==> src/hw/rtl/gsr_pkg.sv <==
// Shared types, constants and the button word loader for the gamepad shift responder.
package gsr_pkg;

  typedef enum logic {
    PAD_NES  = 1'b0,
    PAD_SNES = 1'b1
  } pad_mode_e;

  localparam logic [15:0] NES_IDLE_WORD  = 16'h00FF;
  localparam logic [15:0] SNES_IDLE_WORD = 16'hFFFF;
  localparam logic [4:0]  POS_LIMIT      = 5'd16;
  localparam logic [4:0]  NES_BIT_COUNT  = 5'd8;
  localparam logic [4:0]  SNES_BIT_COUNT = 5'd16;

  localparam int unsigned IN_TDATA_W  = 16;
  localparam int unsigned OUT_TDATA_W = 8;

  // Input item, last field in the lowest bit.
  typedef struct packed {
    logic [11:0] button_mask;
    logic        pad_connected;
    logic        clock_level;
    logic        latch_level;
  } in_item_t;

  // Result item, last field in the lowest bit.
  typedef struct packed {
    logic [4:0] bit_position;
    logic       data_released;
  } out_item_t;

  // Active-low serial word; bit 0 shifts out first.
  function automatic logic [15:0] load_word(pad_mode_e mode, logic connected,
                                            logic [11:0] mask);
    logic [15:0] w;
    if (mode == PAD_NES) begin
      w = NES_IDLE_WORD;
      if (connected) begin
        w[0] = ~mask[0];
        w[1] = ~mask[1];
        w[2] = ~mask[4];
        w[3] = ~mask[5];
        w[4] = ~mask[6];
        w[5] = ~mask[7];
        w[6] = ~mask[8];
        w[7] = ~mask[9];
      end
    end else begin
      w = SNES_IDLE_WORD;
      if (connected) begin
        w[0]  = ~mask[1];
        w[1]  = ~mask[3];
        w[2]  = ~mask[4];
        w[3]  = ~mask[5];
        w[4]  = ~mask[6];
        w[5]  = ~mask[7];
        w[6]  = ~mask[8];
        w[7]  = ~mask[9];
        w[8]  = ~mask[0];
        w[9]  = ~mask[2];
        w[10] = ~mask[10];
        w[11] = ~mask[11];
      end
    end
    return w;
  endfunction

endpackage

==> src/hw/rtl/gsr_in_reg.sv <==
// Input register stage for incoming line samples.
module gsr_in_reg (
  input  logic              clk_i,
  input  logic              rst_ni,
  input  logic              s_valid_i,
  output logic              s_ready_o,
  input  gsr_pkg::in_item_t s_item_i,
  input  logic              advance_i,
  output logic              valid_o,
  output gsr_pkg::in_item_t item_o
);
  import gsr_pkg::*;

  logic     valid_d, valid_q;
  in_item_t item_q;
  logic     s_fire;

  assign s_ready_o = !valid_q || advance_i;
  assign s_fire    = s_valid_i && s_ready_o;

  always_comb begin
    valid_d = valid_q;
    if (s_fire) begin
      valid_d = 1'b1;
    end else if (advance_i) begin
      valid_d = 1'b0;
    end
  end

  always_ff @(posedge clk_i or negedge rst_ni) begin
    if (!rst_ni) begin
      valid_q <= 1'b0;
    end else begin
      valid_q <= valid_d;
    end
  end

  always_ff @(posedge clk_i) begin
    if (s_fire) begin
      item_q <= s_item_i;
    end
  end

  assign valid_o = valid_q;
  assign item_o  = item_q;

endmodule

==> src/hw/rtl/gsr_core.sv <==
// Shift register state, mode register and per-sample data line logic.
module gsr_core (
  input  logic               clk_i,
  input  logic               rst_ni,
  input  logic               cfg_we_i,
  input  logic               cfg_wdata_i,
  input  logic               fire_i,
  input  gsr_pkg::in_item_t  item_i,
  output gsr_pkg::out_item_t result_o
);
  import gsr_pkg::*;

  pad_mode_e   mode_q;
  logic        resync_d, resync_q;
  logic [15:0] word_d, word_q;
  logic [4:0]  pos_d, pos_q;
  logic        prev_clk_d, prev_clk_q;
  logic        prev_clk_eff;
  logic        reload;
  logic [15:0] new_word;
  logic [4:0]  bit_count;

  assign new_word     = load_word(mode_q, item_i.pad_connected, item_i.button_mask);
  assign prev_clk_eff = resync_q ? item_i.clock_level : prev_clk_q;
  assign reload       = resync_q || item_i.latch_level;
  assign bit_count    = (mode_q == PAD_NES) ? NES_BIT_COUNT : SNES_BIT_COUNT;

  always_comb begin
    word_d     = word_q;
    pos_d      = pos_q;
    prev_clk_d = prev_clk_q;
    resync_d   = resync_q;
    if (fire_i) begin
      prev_clk_d = item_i.clock_level;
      resync_d   = 1'b0;
      if (reload) begin
        word_d = new_word;
        pos_d  = '0;
      end else if (item_i.clock_level && !prev_clk_eff && (pos_q < POS_LIMIT)) begin
        pos_d = pos_q + 5'd1;
      end
    end
    if (cfg_we_i && (pad_mode_e'(cfg_wdata_i) != mode_q)) begin
      resync_d = 1'b1;
    end
  end

  always_comb begin
    result_o.bit_position  = pos_d;
    result_o.data_released = (pos_d < bit_count) ? word_d[pos_d[3:0]] : 1'b1;
  end

  always_ff @(posedge clk_i or negedge rst_ni) begin
    if (!rst_ni) begin
      mode_q     <= PAD_NES;
      resync_q   <= 1'b1;
      word_q     <= SNES_IDLE_WORD;
      pos_q      <= '0;
      prev_clk_q <= 1'b0;
    end else begin
      if (cfg_we_i) begin
        mode_q <= pad_mode_e'(cfg_wdata_i);
      end
      resync_q   <= resync_d;
      word_q     <= word_d;
      pos_q      <= pos_d;
      prev_clk_q <= prev_clk_d;
    end
  end

  a_pos_range: assert property (@(posedge clk_i) disable iff (!rst_ni)
    pos_q <= POS_LIMIT)
    else $error("shift position out of range");

  a_latch_clears: assert property (@(posedge clk_i) disable iff (!rst_ni)
    fire_i && item_i.latch_level |=> pos_q == 5'd0)
    else $error("latch did not clear position");

  a_mode_resync: assert property (@(posedge clk_i) disable iff (!rst_ni)
    cfg_we_i && (pad_mode_e'(cfg_wdata_i) != mode_q) |=> resync_q)
    else $error("mode change did not request resync");

  a_step_bound: assert property (@(posedge clk_i) disable iff (!rst_ni)
    !fire_i |=> $stable(pos_q))
    else $error("position moved without a transaction");

endmodule

==> src/hw/rtl/gsr_out_reg.sv <==
// Result register stage toward the master side.
module gsr_out_reg (
  input  logic               clk_i,
  input  logic               rst_ni,
  input  logic               valid_i,
  input  gsr_pkg::out_item_t item_i,
  output logic               advance_o,
  output logic               m_valid_o,
  input  logic               m_ready_i,
  output gsr_pkg::out_item_t m_item_o
);
  import gsr_pkg::*;

  logic      valid_d, valid_q;
  out_item_t item_q;

  assign advance_o = !valid_q || m_ready_i;
  assign valid_d   = advance_o ? valid_i : valid_q;

  always_ff @(posedge clk_i or negedge rst_ni) begin
    if (!rst_ni) begin
      valid_q <= 1'b0;
    end else begin
      valid_q <= valid_d;
    end
  end

  always_ff @(posedge clk_i) begin
    if (advance_o && valid_i) begin
      item_q <= item_i;
    end
  end

  assign m_valid_o = valid_q;
  assign m_item_o  = item_q;

endmodule

==> src/hw/rtl/gamepad_serial_shift_responder.sv <==
// Top level of the gamepad serial shift responder.
// Slave stream: one transaction per sample of the console latch and clock lines,
// carrying the pad's button mask and connected flag. Master stream: one
// transaction per sample with the data line level and the shift position.
// cfg_we_i/cfg_wdata_i write the pad mode (0 NES, 1 SNES); write only while idle.
// A sample accepted into the input register passes through the shift logic into the
// output register once that register can take it; m_axis_tvalid_o is driven from it.
// Throughput: one transaction per cycle while the receiver does not stall; the shift
// state update is a single pass of logic between the input register and the result register.
// Reset: pad mode NES, word all released, position zero, and the first sample
// after reset resynchronizes without seeing an edge.
// When the receiver stalls, the result register holds and the input register
// still takes one more sample; s_axis_tready_o drops once both are full.
module gamepad_serial_shift_responder (
  input  logic                             clk_i,
  input  logic                             rst_ni,
  input  logic                             cfg_we_i,
  input  logic                             cfg_wdata_i,
  input  logic                             s_axis_tvalid_i,
  output logic                             s_axis_tready_o,
  // [0] latch_level, [1] clock_level, [2] pad_connected, [14:3] button_mask
  input  logic [gsr_pkg::IN_TDATA_W-1:0]   s_axis_tdata_i,
  output logic                             m_axis_tvalid_o,
  input  logic                             m_axis_tready_i,
  // [0] data_released, [5:1] bit_position
  output logic [gsr_pkg::OUT_TDATA_W-1:0]  m_axis_tdata_o
);
  import gsr_pkg::*;

  in_item_t  s_item, in_item;
  out_item_t core_result, out_item;
  logic      in_valid, advance, fire;

  assign s_item = in_item_t'(s_axis_tdata_i[$bits(in_item_t)-1:0]);
  assign fire   = in_valid && advance;

  gsr_in_reg u_in_reg (
    .clk_i     (clk_i),
    .rst_ni    (rst_ni),
    .s_valid_i (s_axis_tvalid_i),
    .s_ready_o (s_axis_tready_o),
    .s_item_i  (s_item),
    .advance_i (advance),
    .valid_o   (in_valid),
    .item_o    (in_item)
  );

  gsr_core u_core (
    .clk_i       (clk_i),
    .rst_ni      (rst_ni),
    .cfg_we_i    (cfg_we_i),
    .cfg_wdata_i (cfg_wdata_i),
    .fire_i      (fire),
    .item_i      (in_item),
    .result_o    (core_result)
  );

  gsr_out_reg u_out_reg (
    .clk_i     (clk_i),
    .rst_ni    (rst_ni),
    .valid_i   (in_valid),
    .item_i    (core_result),
    .advance_o (advance),
    .m_valid_o (m_axis_tvalid_o),
    .m_ready_i (m_axis_tready_i),
    .m_item_o  (out_item)
  );

  assign m_axis_tdata_o = {{(OUT_TDATA_W-$bits(out_item_t)){1'b0}}, out_item};

endmodule

==> config.mk <==
export PLATFORM = sky130hd
export DESIGN_NAME = gamepad_serial_shift_responder
export DESIGN_NICKNAME = d
export VERILOG_FILES = /design/src/hw/rtl/gsr_pkg.sv /design/src/hw/rtl/gsr_in_reg.sv /design/src/hw/rtl/gsr_core.sv /design/src/hw/rtl/gsr_out_reg.sv /design/src/hw/rtl/gamepad_serial_shift_responder.sv
export SDC_FILE = /design/constraint.sdc
export NUM_CORES = 1
export LEC_CHECK = 0
export BUFFER_PORTS_ARGS = -buffer_cell sky130_fd_sc_hd__buf_2
export CAP_MARGIN = 40
export CORE_AREA = 2 2 67 69
export DETAILED_ROUTE_END_ITERATION = 10
export DIE_AREA = 0 0 69 71
export GPL_TIMING_DRIVEN = 0
export PLACE_DENSITY = 0.83
export SLEW_MARGIN = 20
export SYNTH_ARGS = -nofsm -noshare
export SYNTH_HDL_FRONTEND = slang
export SYNTH_SLANG_ARGS = --single-unit
export TNS_END_PERCENT = 10
==> constraint.sdc <==
create_clock -name clk_i -period 5.3 [get_ports clk_i]
set_input_delay 0.265 -clock clk_i [delete_from_list [all_inputs] [get_ports clk_i]]
set_output_delay 0.265 -clock clk_i [all_outputs]
set_load 0.05 [all_outputs]
### Word-level counts from Yosys, hierarchy flattened

Index checks and enable logic that the tools add are counted.

| operators by class | value |
|---|---|
| add/subtract/negate cells | 1 |
| multipliers | 0 |
| div/mod/pow operators | 0 |
| magnitude comparators | 3 |
| equal/unequal tests | 1 |
| shift-type cells | 0 |
| mux-type cells | 16 |
| bitwise gates (word level) | 12 |
| reduce and logical (&&, ||, !) cells | 13 |

Operator list:

| kind | count |
|---|---|
| 2-to-1 mux 16 bit | 3 |
| 2-to-1 mux 5 bit | 4 |
| 2-to-1 mux 12 bit | 1 |
| NOT 1 bit | 12 |
| 2-to-1 mux 8 bit | 1 |
| 2-to-1 mux 1 bit | 6 |
| adder 5 x 1 -> 5 bit (second input constant) | 1 |
| logical AND 1 bit | 5 |
| < comparator 4 x 5 -> 1 bit (second input constant) | 1 |
| < comparator 5 bit | 1 |
| < comparator 5 bit (second input constant) | 1 |
| binary-select mux 1 bit (select 4 bit) | 1 |
| nonzero test 2 bit | 2 |
| zero test 1 bit | 3 |
| logical OR 1 bit | 3 |
| != test 1 bit | 1 |

| storage, ports and cells | value |
|---|---|
| flip-flop bits (word level) | 47 |
| latch bits | 0 |
| bits in writable memories | 0 |
| bits in read-only memories | 0 |
| bits of input ports | 22 |
| output and inout port bits | 10 |
| word-level logic and storage cells | 59 |
| memories kept | 0 |

### Logic depth before layout (Yosys ltp)

Gate-level depths: netlist of the first run.

| depth | value |
|---|---|
| word-level depth | 9 |
| gate-level depth with buffers | 9 |
| depth with buffers taken out | 8 |

### Cells and area by module

Synthesis of the first run repeated with hierarchy kept, for this count alone.

| second synthesis, totals | value |
|---|---|
| cell total of the unflattened synthesis | 183 |
| area total of the unflattened synthesis | 2159.6 um^2 |

By module, submodules not included:

| module | times used | cells an instance | area an instance (um^2) | sequential area each (um^2) |
|---|---|---|---|---|
| gsr_core | 1 | 150 | 1396.3 | 621.8 |
| gsr_in_reg | 1 | 19 | 504.2 | 475.5 |
| gsr_out_reg | 1 | 10 | 234.0 | 205.2 |
| gamepad_serial_shift_responder | 1 | 4 | 25.0 | 0.0 |

### Least setup slack after synthesis of the first run

No wires, ideal clock.

| timing | value |
|---|---|
| path type | reg2reg |
| start | reg u_out_reg.valid_q (netlist: u_out_reg.m_valid_o) |
| end | reg u_out_reg.item_q, in the netlist u_out_reg.m_item_o[0], data pin |
| library setup time | 272 ps |
| arrival | 2365 ps |
| data required time | 5028 ps |
| slack | 2664 ps |
| cell stages (with the launch flop) | 9 |
| path buffers | 2 |
| period minus slack after synthesis | 2636 ps |
| path through | dfrtp_1 -> nor2b_1 -> nor3_2 -> clkbuf_1 -> buf_1 -> nor2_1 -> ha_1 -> nor4_1 -> a22oi_1 |

RTL lines:

| element | line | text |
|---|---|---|
| start, declared | gsr_out_reg.sv:14 | `logic valid_d, valid_q;` |
| start signal, assigned | gsr_out_reg.sv:24 | `valid_q <= valid_d;` |
| end signal, assigned | gsr_out_reg.sv:30 | `item_q <= item_i;` |
| end, declared | gsr_out_reg.sv:15 | `out_item_t item_q;` |

==> summary.md, run 1 <==
| Metric | Value |
|---|---|
| Mapped Area | 2110 µm² |
| Worst Setup SP | u_core.resync_q |
| Vias post-DR | 1387 |
| Endpoints failing setup | 0 |
| Cell variety after synth | 52 |
| Num CTS Buffers | 5 |
| Critical setup path kind | reg2reg |
| GRT Residual Overflow | 0 |
| Prevailing post-synth register cell | edfxtp_1 |
| Slew margin rel. | 0.561 |
| Routed wire length | 3.78 mm |
| Max-cap violations | 0 |
| Synthesis-to-layout area growth | 14.9% |
| Htree depth | 2 |
| Syn Area/Cell | 12.9 µm² |
| Die Area | 4900 µm² |
| EDFF count, synth | 21 |
| Clock sink count | 47 |
| Clock latency on the worst-skew pair | 290 ps |
| Clock slew at reported path FFs | 80 ps |
| Hold crit path type | in2reg |
| Core area | 4200 µm² |
| Worst-Margin Slew | 642 ps |
| First-pass GRT wire length | 6.53 mm |
| Num rows | 24 |
| Setup TNS | 0 ps |
| CTS Root Cell | clkbuf_8 |
| Largest net degree at the start of global routing | 27 |
| CP required | 5340 ps |
| Yosys reg bits | 47 |
| CP arrival | 3110 ps |
| Crit-path max FO | 10 |
| Final ANT Viol Nets | 0 |
| Starting Density | 0.502 |
| PD cells | 347 nW/µm² |
| Initial antenna violation count | 0 |
| F_max | 325 MHz |
| Routability Congestion | 0.833 |
| Drt wl/cell | 14.9 µm |
| Ant. Diodes | 0 |
| Worst setup SP type | flip-flop |
| Synth area leaders | edfxtp_1, dfstp_2, dfrtp_1 |
| Top Ports | 32 |
| FFs w/ async S/R, synth | 0.553 |
| Setup crit end kind | flip-flop |
| Final Slew Violations | 0 |
| Share of cells above drive strength 1 | 0.356 |
| P_leak | 0.00106 µW |
| Top sig layer | met4 |
| Number of global-route vias before repair | 1356 |
| Met2 wire len | 1.92 mm |
| Drc violations | 0 |
| M1 wire length | 1.64 mm |
| Vias per cell | 5.46 |
| Number of fillers in the final layout | 351 |
| Post-Syn Instances | 164 |
| Post-DP HPWL | 2.68 mm |
| Cell taking the most area after synthesis | edfxtp_1 |
| Post-CTS setup repair buffer count | 0 |
| Outcome | finished, final reports clean |
| RSZ-0062 raised after global routing | false |
| Reg-to-reg slack, setup | 2230 ps |
| Worst hold path startpoint | s_axis_tdata_i[7] |
| Ys Warns | 0 |
| Tmin final | 3070 ps |
| Share of the synthesized area in the top cell type | 0.299 |
| Die H | 71 µm |
| Die Width | 69 µm |
| DR pass1 iterations | 4 |
| Worst Clk Skew | 3.14 ps |
| Port Buf Inserts | 28 |
| Gr usage total | 0.174 |
| Clk buf depth | 2 |
| Period utilisation layout | 0.580 |
| R2r startpoint | u_core.resync_q |
| Initial DRC Count | 140 |
| CTS tree | built |
| Cts repair resizes | 0 |
| Seq/Total Area, Yosys | 0.617 |
| Final Hold Viols | 0 |
| Nets | 225 |
| Met3 WL | 149 µm |
| Worst VDD drop | 0.000174 V |
| Hold WS | 141 ps |
cell type report:
| cell class | count | area (µm²) | area share |
|---|---|---|---|
| Clock inverter | 1 | 8.76 | 0.00361 |
| Buffer | 10 | 62.6 | 0.0258 |
| Timing Repair Buffer | 29 | 150 | 0.0619 |
| Sequential cell | 47 | 1300 | 0.537 |
| Clock buffer | 7 | 86.3 | 0.0356 |
| Multi-Input combinational cell | 103 | 731 | 0.301 |
| Inverter | 5 | 18.8 | 0.00774 |
| Tap cell | 52 | 65.1 | 0.0268 |
synth_stat cells (all sizes together) (2+ instances only):
master and count:
dfstp 17, a31oi 6, xor2 2, nand3 9, buf 6, o211ai 4, nand2b 2, edfxtp 21
o21ai 3, mux2i 6, nor4b 2, dfrtp 9, a22o 2, and3 2, mux2 4, nor2b 2
nand2 20, ha 2, nand4 4, clkbuf 4, a21oi 3, inv 5, nor2 10
metal layers:
layer / global-route usage / vias up
li1: - / 667
met1: 0.222 / 668
met2: 0.277 / 43
met3: 0.0499 / 9
met4: 0.0806 / 0
met5: 0 / -
registers in the layout, indices dropped and copies added, names as in the netlist:
register,count
u_core.prev_clk_q,1
u_out_reg.m_valid_o,1
u_core.resync_q,1
u_out_reg.m_item_o,6
u_core.pos_q,5
u_core.mode_q,1
u_in_reg.valid_o,1
u_in_reg.item_o,15
u_core.word_q,16
critical path: stages, from the launching register on:
cell,delay [ps]
dfstp_2,600
nor2_1,140
nor3_2,400
clkbuf_1,390
buf_1,430
nor2_1,150
ha_1,320
nor4_1,280
a22oi_1,100
layout by cell type, fill, tap and decap left out, types with 2 or more instances in the layout:
cell type,count
clkbuf_8,6
and3_1,2
edfxtp_1,21
ha_1,2
xor2_1,2
a31oi_1,6
clkbuf_1,4
inv_1,5
mux2_2,3
conb_1,2
o211ai_1,3
nand2b_1,2
buf_2,29
o21ai_0,2
dfrtp_1,9
dfstp_2,17
buf_4,2
nor2_1,10
nand2_1,19
a21oi_1,3
nand4_1,4
nand3_1,9
buf_6,2
mux2i_1,6
nor2b_1,2
power by group:
part           internal, µW  switching (µW)  total, µW
Clock                   107             113        220
Sequential              446            21.8        468
Combinational          58.4            94.8        153
per-stage QoR:
step / setup slack, ps / instances / util / cell area [µm²] / total power, µW
global placement: 2270 / 245 / 0.552 / 2320 / 620
floorplan: 2660 / 165 / - / 2110 / 583
detailed placement: 2260 / 245 / 0.552 / 2320 / 626
CTS: 2230 / 254 / 0.577 / 2420 / 847
global route: 1950 / 254 / 0.577 / 2420 / 884
finish: 2230 / 254 / 0.577 / 2420 / 841
logic make-up after synthesis:
family | count (synthesis) | share of synthesized area
AND/OR/NAND/NOR | 57 | 0.152
flip-flops | 47 | 0.617
AO/OA/AOI/OAI | 28 | 0.104
buffers and inverters | 15 | 0.0385
multiplexers | 11 | 0.0622
XOR/XNOR | 3 | 0.0125
adder cells (fa/ha/maj) | 2 | 0.0119
other | 1 | 0.00178
what timing repair did:
item	4_1_cts	5_1_grt
setup endpoints to repair	0	0
hold endpoints to repair	9	0
hold buffers	1	0
final timing paths:
kind,end,depth (start not counted)
min,u_in_reg.item_o[7],1
max,u_out_reg.m_item_o[0],8
min in group asynchronous,u_in_reg.valid_o,2
max in group asynchronous,u_core.pos_q[3],2
min reg2reg,u_core.word_q[7],1
max reg2reg,u_out_reg.m_item_o[0],8
No activity file was read; power rests on OpenSTA's default activity.
==> run 2: changes to the inputs <==
CORE_AREA = 2 2 68 70   (was 2 2 67 69)
DIE_AREA = 0 0 70 72   (was 0 0 69 71)
PLACE_DENSITY = 0.84   (was 0.83)
clock period = 2.6 ns   (was 5.3 ns; I/O delays follow)
==> summary.md, run 2 (synthesis gave the netlist of run 1 again) <==
| Metric | Value |
|---|---|
| Outcome | finished, final reports clean (unchanged) |
| Hold crit path type | in2reg (unchanged) |
| Worst-Margin Slew | 632 ps (was 642 ps) |
| Vias post-DR | 1418 (was 1387) |
| PD cells | 671 nW/µm² (was 347 nW/µm²) |
| Routed wire length | 4.07 mm (was 3.78 mm) |
| Vias per cell | 5.27 (was 5.46) |
| Largest net degree at the start of global routing | 27 (unchanged) |
| Crit-path max FO | 8 (was 10) |
| Worst Clk Skew | 7.71 ps (was 3.14 ps) |
| Tmin final | 2450 ps (was 3070 ps) |
| Final Slew Violations | 0 (unchanged) |
| Post-DP HPWL | 2.81 mm (was 2.68 mm) |
| Clock sink count | 47 (unchanged) |
| Number of fillers in the final layout | 338 (was 351) |
| First-pass GRT wire length | 6.91 mm (was 6.53 mm) |
| Placed Area | 2320 µm² (about the same) |
| Number of global-route vias before repair | 1546 (was 1356) |
| Clock slew at reported path FFs | 80 ps (about the same) |
| Clock latency on the worst-skew pair | 310 ps (was 290 ps) |
| Port Buf Inserts | 28 (unchanged) |
| Drt wl/cell | 15.1 µm (was 14.9 µm) |
| P_leak | 0.00113 µW (was 0.00106 µW) |
| Starting Density | 0.495 (was 0.502) |
| Die H | 72 µm (was 71 µm) |
| Htree depth | 2 (unchanged) |
| Drc violations | 0 (unchanged) |
| Worst VDD drop | 0.000488 V (was 0.000174 V) |
| Num CTS Buffers | 5 (unchanged) |
| Worst setup SP type | flip-flop (unchanged) |
| Endpoints failing setup | 0 (unchanged) |
| Max-cap violations | 0 (unchanged) |
| Commonest non-fill, non-tap cell in the layout | buf_2 (unchanged) |
| Nets | 240 (was 225) |
| Most frequent cells in the layout | buf_2, edfxtp_1, nand2_1 (unchanged) |
| Die Width | 70 µm (was 69 µm) |
| Ant. Diodes | 0 (unchanged) |
| Period utilisation layout | 0.944 (was 0.580) |
| Setup crit end kind | flip-flop (unchanged) |
| Initial DRC Count | 64 (was 140) |
| Die Area | 5040 µm² (was 4900 µm²) |
| Final ANT Viol Nets | 0 (unchanged) |
| Slew margin rel. | 0.568 (was 0.561) |
| Share of cells above drive strength 1 | 0.359 (was 0.356) |
| CTS tree | built (unchanged) |
| Synthesis-to-layout area growth | 23.2% (was 14.9%) |
| CTS Root Cell | clkbuf_8 (unchanged) |
| Routability Congestion | 0.824 (was 0.833) |
| Top Ports | 32 (unchanged) |
| Design Area, Final | 2600 µm² (was 2420 µm²) |
| Number of cells on the worst reg-to-reg path | 8 (unchanged) |
| Num rows | 24 (unchanged) |
| CP arrival | 2500 ps (was 3110 ps) |
| Core area | 4260 µm² (was 4200 µm²) |
| Gr usage total | 0.179 (was 0.174) |
| GRT Residual Overflow | 0 (unchanged) |
| DR pass1 iterations | 4 (unchanged) |
| Initial antenna violation count | 0 (unchanged) |
| Reg area | 1300 µm² (unchanged) |
| Clk buf depth | 2 (unchanged) |
| F_max | 407 MHz (was 325 MHz) |
| Multi-input logic area | 756 µm² (was 731 µm²) |
| Number of flip-flops in the largest register | 16 (unchanged) |
| Hold depth | 1 (unchanged) |
| CP required | 2650 ps (was 5340 ps) |
| Final Hold Viols | 0 (unchanged) |
| Pwr Total | 1740 µW (was 841 µW) |
| Biggest register | u_core.word_q (unchanged) |
| Critical setup path kind | reg2reg (unchanged) |
==> run 2: where the power goes <==
group,internal (µW),leakage [µW],switching [µW]
clock,193,0.0000485,257
combinational,140,0.000588,201
sequential,909,0.000496,44.3
total,1240,0.00113,503
==> run 2: per-layer routing <==
metal	track usage	part of all wire	vias to the layer above
met5	0	0	-
li1	-	-	701
met1	0.202	0.41	670
met4	0.0791	0.029	0
met3	0.0375	0.033	11
met2	0.329	0.53	36
==> run 2: repair_timing <==
| action | 4_1_cts | 5_1_grt |
|---|---|---|
| hold endpoints to repair | 23 | 0 |
| hold buffers | 15 | 0 |
| pin swaps | 1 | 0 |
| buffers inserted | 1 | 0 |
| setup endpoints to repair | 1 | 1 |
| gates resized for setup | 2 | 7 |
==> run 2: final timing paths <==
kind	start	end	slack [ps]
setup / recovery	u_core.resync_q	u_out_reg.m_item_o[0]	150
hold / removal	s_axis_tdata_i[0]	u_in_reg.item_o[0]	5
setup reg to reg	u_core.resync_q	u_out_reg.m_item_o[0]	150
hold reg to reg	u_in_reg.item_o[11]	u_core.word_q[6]	410
max in group asynchronous	rst_ni	u_core.pos_q[0]	1850
min in group asynchronous	rst_ni	u_out_reg.m_valid_o	360
==> run 2: layout make-up <==
type | count | area share
Tap cell | 52 | 0.0250
Clock buffer | 5 | 0.0265
Buffer | 10 | 0.0269
Timing Repair Buffer | 44 | 0.114
Clock inverter | 3 | 0.00866
Inverter | 5 | 0.00722
Sequential cell | 47 | 0.501
Multi-Input combinational cell | 103 | 0.291
==> run 2: metrics by stage <==
step                std cells  hold slack [ps]  setup WS [ps]  TNS, ps   util
floorplan                 165             -166           37.6        0      -
global placement          245              150           -380     -380  0.544
detailed placement        245              164           -390     -390  0.544
CTS                       269             6.30           50.7        0  0.604
global route              269             1.85          -9.84    -9.84  0.610
finish                    269             4.55            145        0  0.610
==> run 2: worst max-delay path: stages, from the launching register on <==
cell and delay, ps:
dfstp_2 410, nor4b_4 370, and3_1 250, buf_6 160, nand4b_4 120, nand2_4 150
mux4_2 500, mux2i_1 140, a22oi_1 90
==> run 3: changes to the inputs <==
ABC_AREA = 1   (was default)
CORE_AREA = 2 2 69 71   (was 2 2 68 70)
DIE_AREA = 0 0 71 73   (was 0 0 70 72)
PLACE_DENSITY = 0.73   (was 0.84)
SKIP_CTS_REPAIR_TIMING = 1   (was default)
==> summary.md, run 3 <==
| Metric | Value |
|---|---|
| Vias per cell | 4.92 (was 5.27) |
| PD cells | 750 nW/µm² (was 671 nW/µm²) |
| Prevailing post-synth register cell | edfxtp_1 (unchanged) |
| Post-DP HPWL | 2.68 mm (was 2.81 mm) |
| Number of fillers in the final layout | 400 (was 338) |
| Commonest non-fill, non-tap cell in the layout | nand2_1 (was buf_2) |
| Num CTS Buffers | 5 (unchanged) |
| Top Ports | 32 (unchanged) |
| Num rows | 25 (was 24) |
| Slew margin rel. | 0.610 (was 0.568) |
| CP required | 2640 ps (was 2650 ps) |
| Final WS setup | 422 ps (was 145 ps) |
| Worst VDD drop | 0.000365 V (was 0.000488 V) |
| Crit-path max FO | 15 (was 8) |
| Cell variety after synth | 30 (was 52) |
| Biggest register | u_core.word_q (unchanged) |
| Number of cells on the worst reg-to-reg path | 7 (was 8) |
| Crit path to | u_out_reg.m_item_o[0] (unchanged) |
| Seq/Total Area, Yosys | 0.601 (was 0.617) |
| Worst Setup SP | u_out_reg.m_valid_o (was u_core.resync_q) |
| Final ANT Viol Nets | 0 (unchanged) |
| Nets | 291 (was 240) |
| Outcome | finished, final reports clean (unchanged) |
| Area fraction in and, or, nand and nor cells after synthesis | 0.227 (was 0.152) |
| Number of global-route vias before repair | 1379 (was 1546) |
| CTS tree | built (unchanged) |
| M1 GR Usage | 0.212 (was 0.202) |
| Hold WS | 5.61 ps (was 4.55 ps) |
| Psw | 614 µW (was 503 µW) |
| Int Power | 1310 µW (was 1240 µW) |
| Gr usage total | 0.160 (was 0.179) |
| Core area | 4540 µm² (was 4260 µm²) |
| Worst-Margin Slew | 586 ps (was 632 ps) |
| Die Area | 5180 µm² (was 5040 µm²) |
| Pwr Total | 1920 µW (was 1740 µW) |
| FFs w/ async S/R, synth | 0.553 (unchanged) |
| Period utilisation layout | 0.838 (was 0.944) |
| Most frequent cells in the layout | nand2_1, inv_1, buf_2 (was buf_2, edfxtp_1, nand2_1) |
| Worst setup SP type | flip-flop (unchanged) |
| EDFF count, synth | 21 (unchanged) |
| Synth Area in Adders | 0.0115 (was 0.0119) |
| Endpoints failing setup | 0 (unchanged) |
| Routed wire length | 3.77 mm (was 4.07 mm) |
| Final Slew Violations | 0 (unchanged) |
| Synth cell count leaders | nand2_1, inv_1, nand3_1 (was edfxtp_1, nand2_1, dfstp_2) |
| Port Buf Inserts | 28 (unchanged) |
| Xor/xnor share of the synthesized area | 0 (was 0.0124) |
| Setup TNS | 0 ps (unchanged) |
| Post-synthesis mux area share | 0 (was 0.0622) |
| F_max | 459 MHz (was 407 MHz) |
| GR Util met3 | 0.0497 (was 0.0375) |
| Compound-Gate Fraction of Synth Area | 0.0722 (was 0.104) |
| Reg power frac | 0.519 (was 0.547) |
| Setup crit end kind | flip-flop (unchanged) |
| Reg-to-reg slack, setup | 420 ps (was 150 ps) |
| Design Area, Final | 2560 µm² (was 2600 µm²) |
| Ys Warns | 0 (unchanged) |
| Hold crit path type | in2reg (unchanged) |
| GRT Residual Overflow | 0 (unchanged) |
| Ant. Diodes | 0 (unchanged) |
| Share of cells above drive strength 1 | 0.276 (was 0.359) |
| Clock power share | 0.215 (was 0.258) |
| CP arrival | 2220 ps (was 2500 ps) |
| Final Hold Viols | 0 (unchanged) |
| Starting Density | 0.478 (was 0.495) |
| Max-cap violations | 0 (unchanged) |
| Number of flip-flops in the largest register | 16 (unchanged) |
| Share of the synthesized area in the top cell type | 0.291 (was 0.299) |
| Comb pwr share | 0.266 (was 0.196) |
| Largest net degree at the start of global routing | 27 (unchanged) |
| Syn Area/Cell | 9.81 µm² (was 12.9 µm²) |
| R2r startpoint | u_out_reg.m_valid_o (was u_core.resync_q) |
| Pre-CTS setup slack | 407 ps (was -390 ps) |
| Htree depth | 2 (unchanged) |
| Mapped Area | 2170 µm² (was 2110 µm²) |
| DR pass1 iterations | 4 (unchanged) |
| Drc violations | 0 (unchanged) |
| Worst reg2reg path endpoint | u_out_reg.m_item_o[0] (unchanged) |
| Synthesis-to-layout area growth | 18.1% (was 23.2%) |
| Cell taking the most area after synthesis | edfxtp_1 (unchanged) |
| Drt wl/cell | 11.7 µm (was 15.1 µm) |
| P_leak | 0.00120 µW (was 0.00113 µW) |
| Routability Congestion | 0.855 (was 0.824) |
| Placed Area | 2380 µm² (was 2320 µm²) |
| Worst Clk Skew | 9.46 ps (was 7.71 ps) |
| Die H | 73 µm (was 72 µm) |
| Cell with the most instances after synthesis | nand2_1 (was edfxtp_1) |
| Clock slew at reported path FFs | 90 ps (was 80 ps) |
| CTS Root Cell | clkbuf_8 (unchanged) |
| Global routing usage on met2 | 0.251 (was 0.329) |
| Post-Syn Instances | 221 (was 164) |
| Largest family of logic cells by synthesized area | simple AND/OR/NAND/NOR gates (unchanged) |
| Layer with the highest usage | met2 (unchanged) |
| Clock sink count | 47 (unchanged) |
| Die Width | 71 µm (was 70 µm) |
| Initial antenna violation count | 0 (unchanged) |
| Switching share of power | 0.320 (was 0.288) |
| Critical setup path kind | reg2reg (unchanged) |
| Synth area leaders | edfxtp_1, dfstp_2, dfrtp_1 (unchanged) |
| Vias post-DR | 1585 (was 1418) |
| First-pass GRT wire length | 6.37 mm (was 6.91 mm) |
| Tmin final | 2180 ps (was 2450 ps) |
| Clk buf depth | 2 (unchanged) |
| Clock latency on the worst-skew pair | 300 ps (was 310 ps) |
| Initial DRC Count | 97 (was 64) |
| Yosys reg bits | 47 (unchanged) |
| RSZ-0062 raised after global routing | false |
-- run 3: layout make-up --
cell class / instances / area, µm² / share of cell area
inverter: 41 / 155 / 0.0606
clock buffer: 6 / 72.6 / 0.0284
multi-input combinational: 129 / 682 / 0.267
buffer: 5 / 31.3 / 0.0122
timing repair buffer: 38 / 240 / 0.0939
tap: 54 / 67.6 / 0.0264
clock inverter: 2 / 7.51 / 0.00293
sequential: 47 / 1300 / 0.509
-- run 3: power groups by stage --
stage	clock network [µW]	registers [µW]	logic [µW]
6_report	414	996	511
5_1_grt	456	1010	578
4_1_cts	423	997	500
3_5_place_dp	0	1010	497
3_3_place_gp	0	1010	487
2_1_floorplan	0	1060	332
-- run 3: critical path, stage by stage, from the launching register on --
cell and delay (ps):
dfrtp_1 440, a21oi_4 310, buf_4 270, nand4_1 110, a21oi_1 250, ha_1 290, a21oi_1 140, nand3_1 110
-- run 3: worst min path at each step --
stage	startpoint	slack [ps]	to	cells past startpoint
after floorplan	rst_ni	-170	u_core.mode_q	0
after global placement	rst_ni	160	u_core.pos_q[3]	1
final	s_axis_tdata_i[7]	6	u_in_reg.item_o[7]	1
after CTS	rst_ni	-160	u_core.pos_q[4]	1
after detailed placement	rst_ni	160	u_core.pos_q[3]	1
after global routing	s_axis_tdata_i[12]	0.4	u_in_reg.item_o[12]	1
-- run 3: logic make-up after synthesis --
family,after synthesis
other cells,1
compound gates,27
buf+inv,46
simple gates,98
fa+ha+maj,2
flops,47
-- run 3: layer usage --
layer	wire (µm)	vias up	part of all wire
met5	0	-	0
met3	206	8	0.055
met4	67	0	0.018
met2	1740	40	0.46
met1	1760	728	0.47
li1	-	809	-
-- run 3: through the flow --
stage,util,instances
5_1_grt,0.564,322
3_5_place_dp,0.524,304
2_1_floorplan,-,222
4_1_cts,0.542,312
3_3_place_gp,0.524,304
6_report,0.564,322
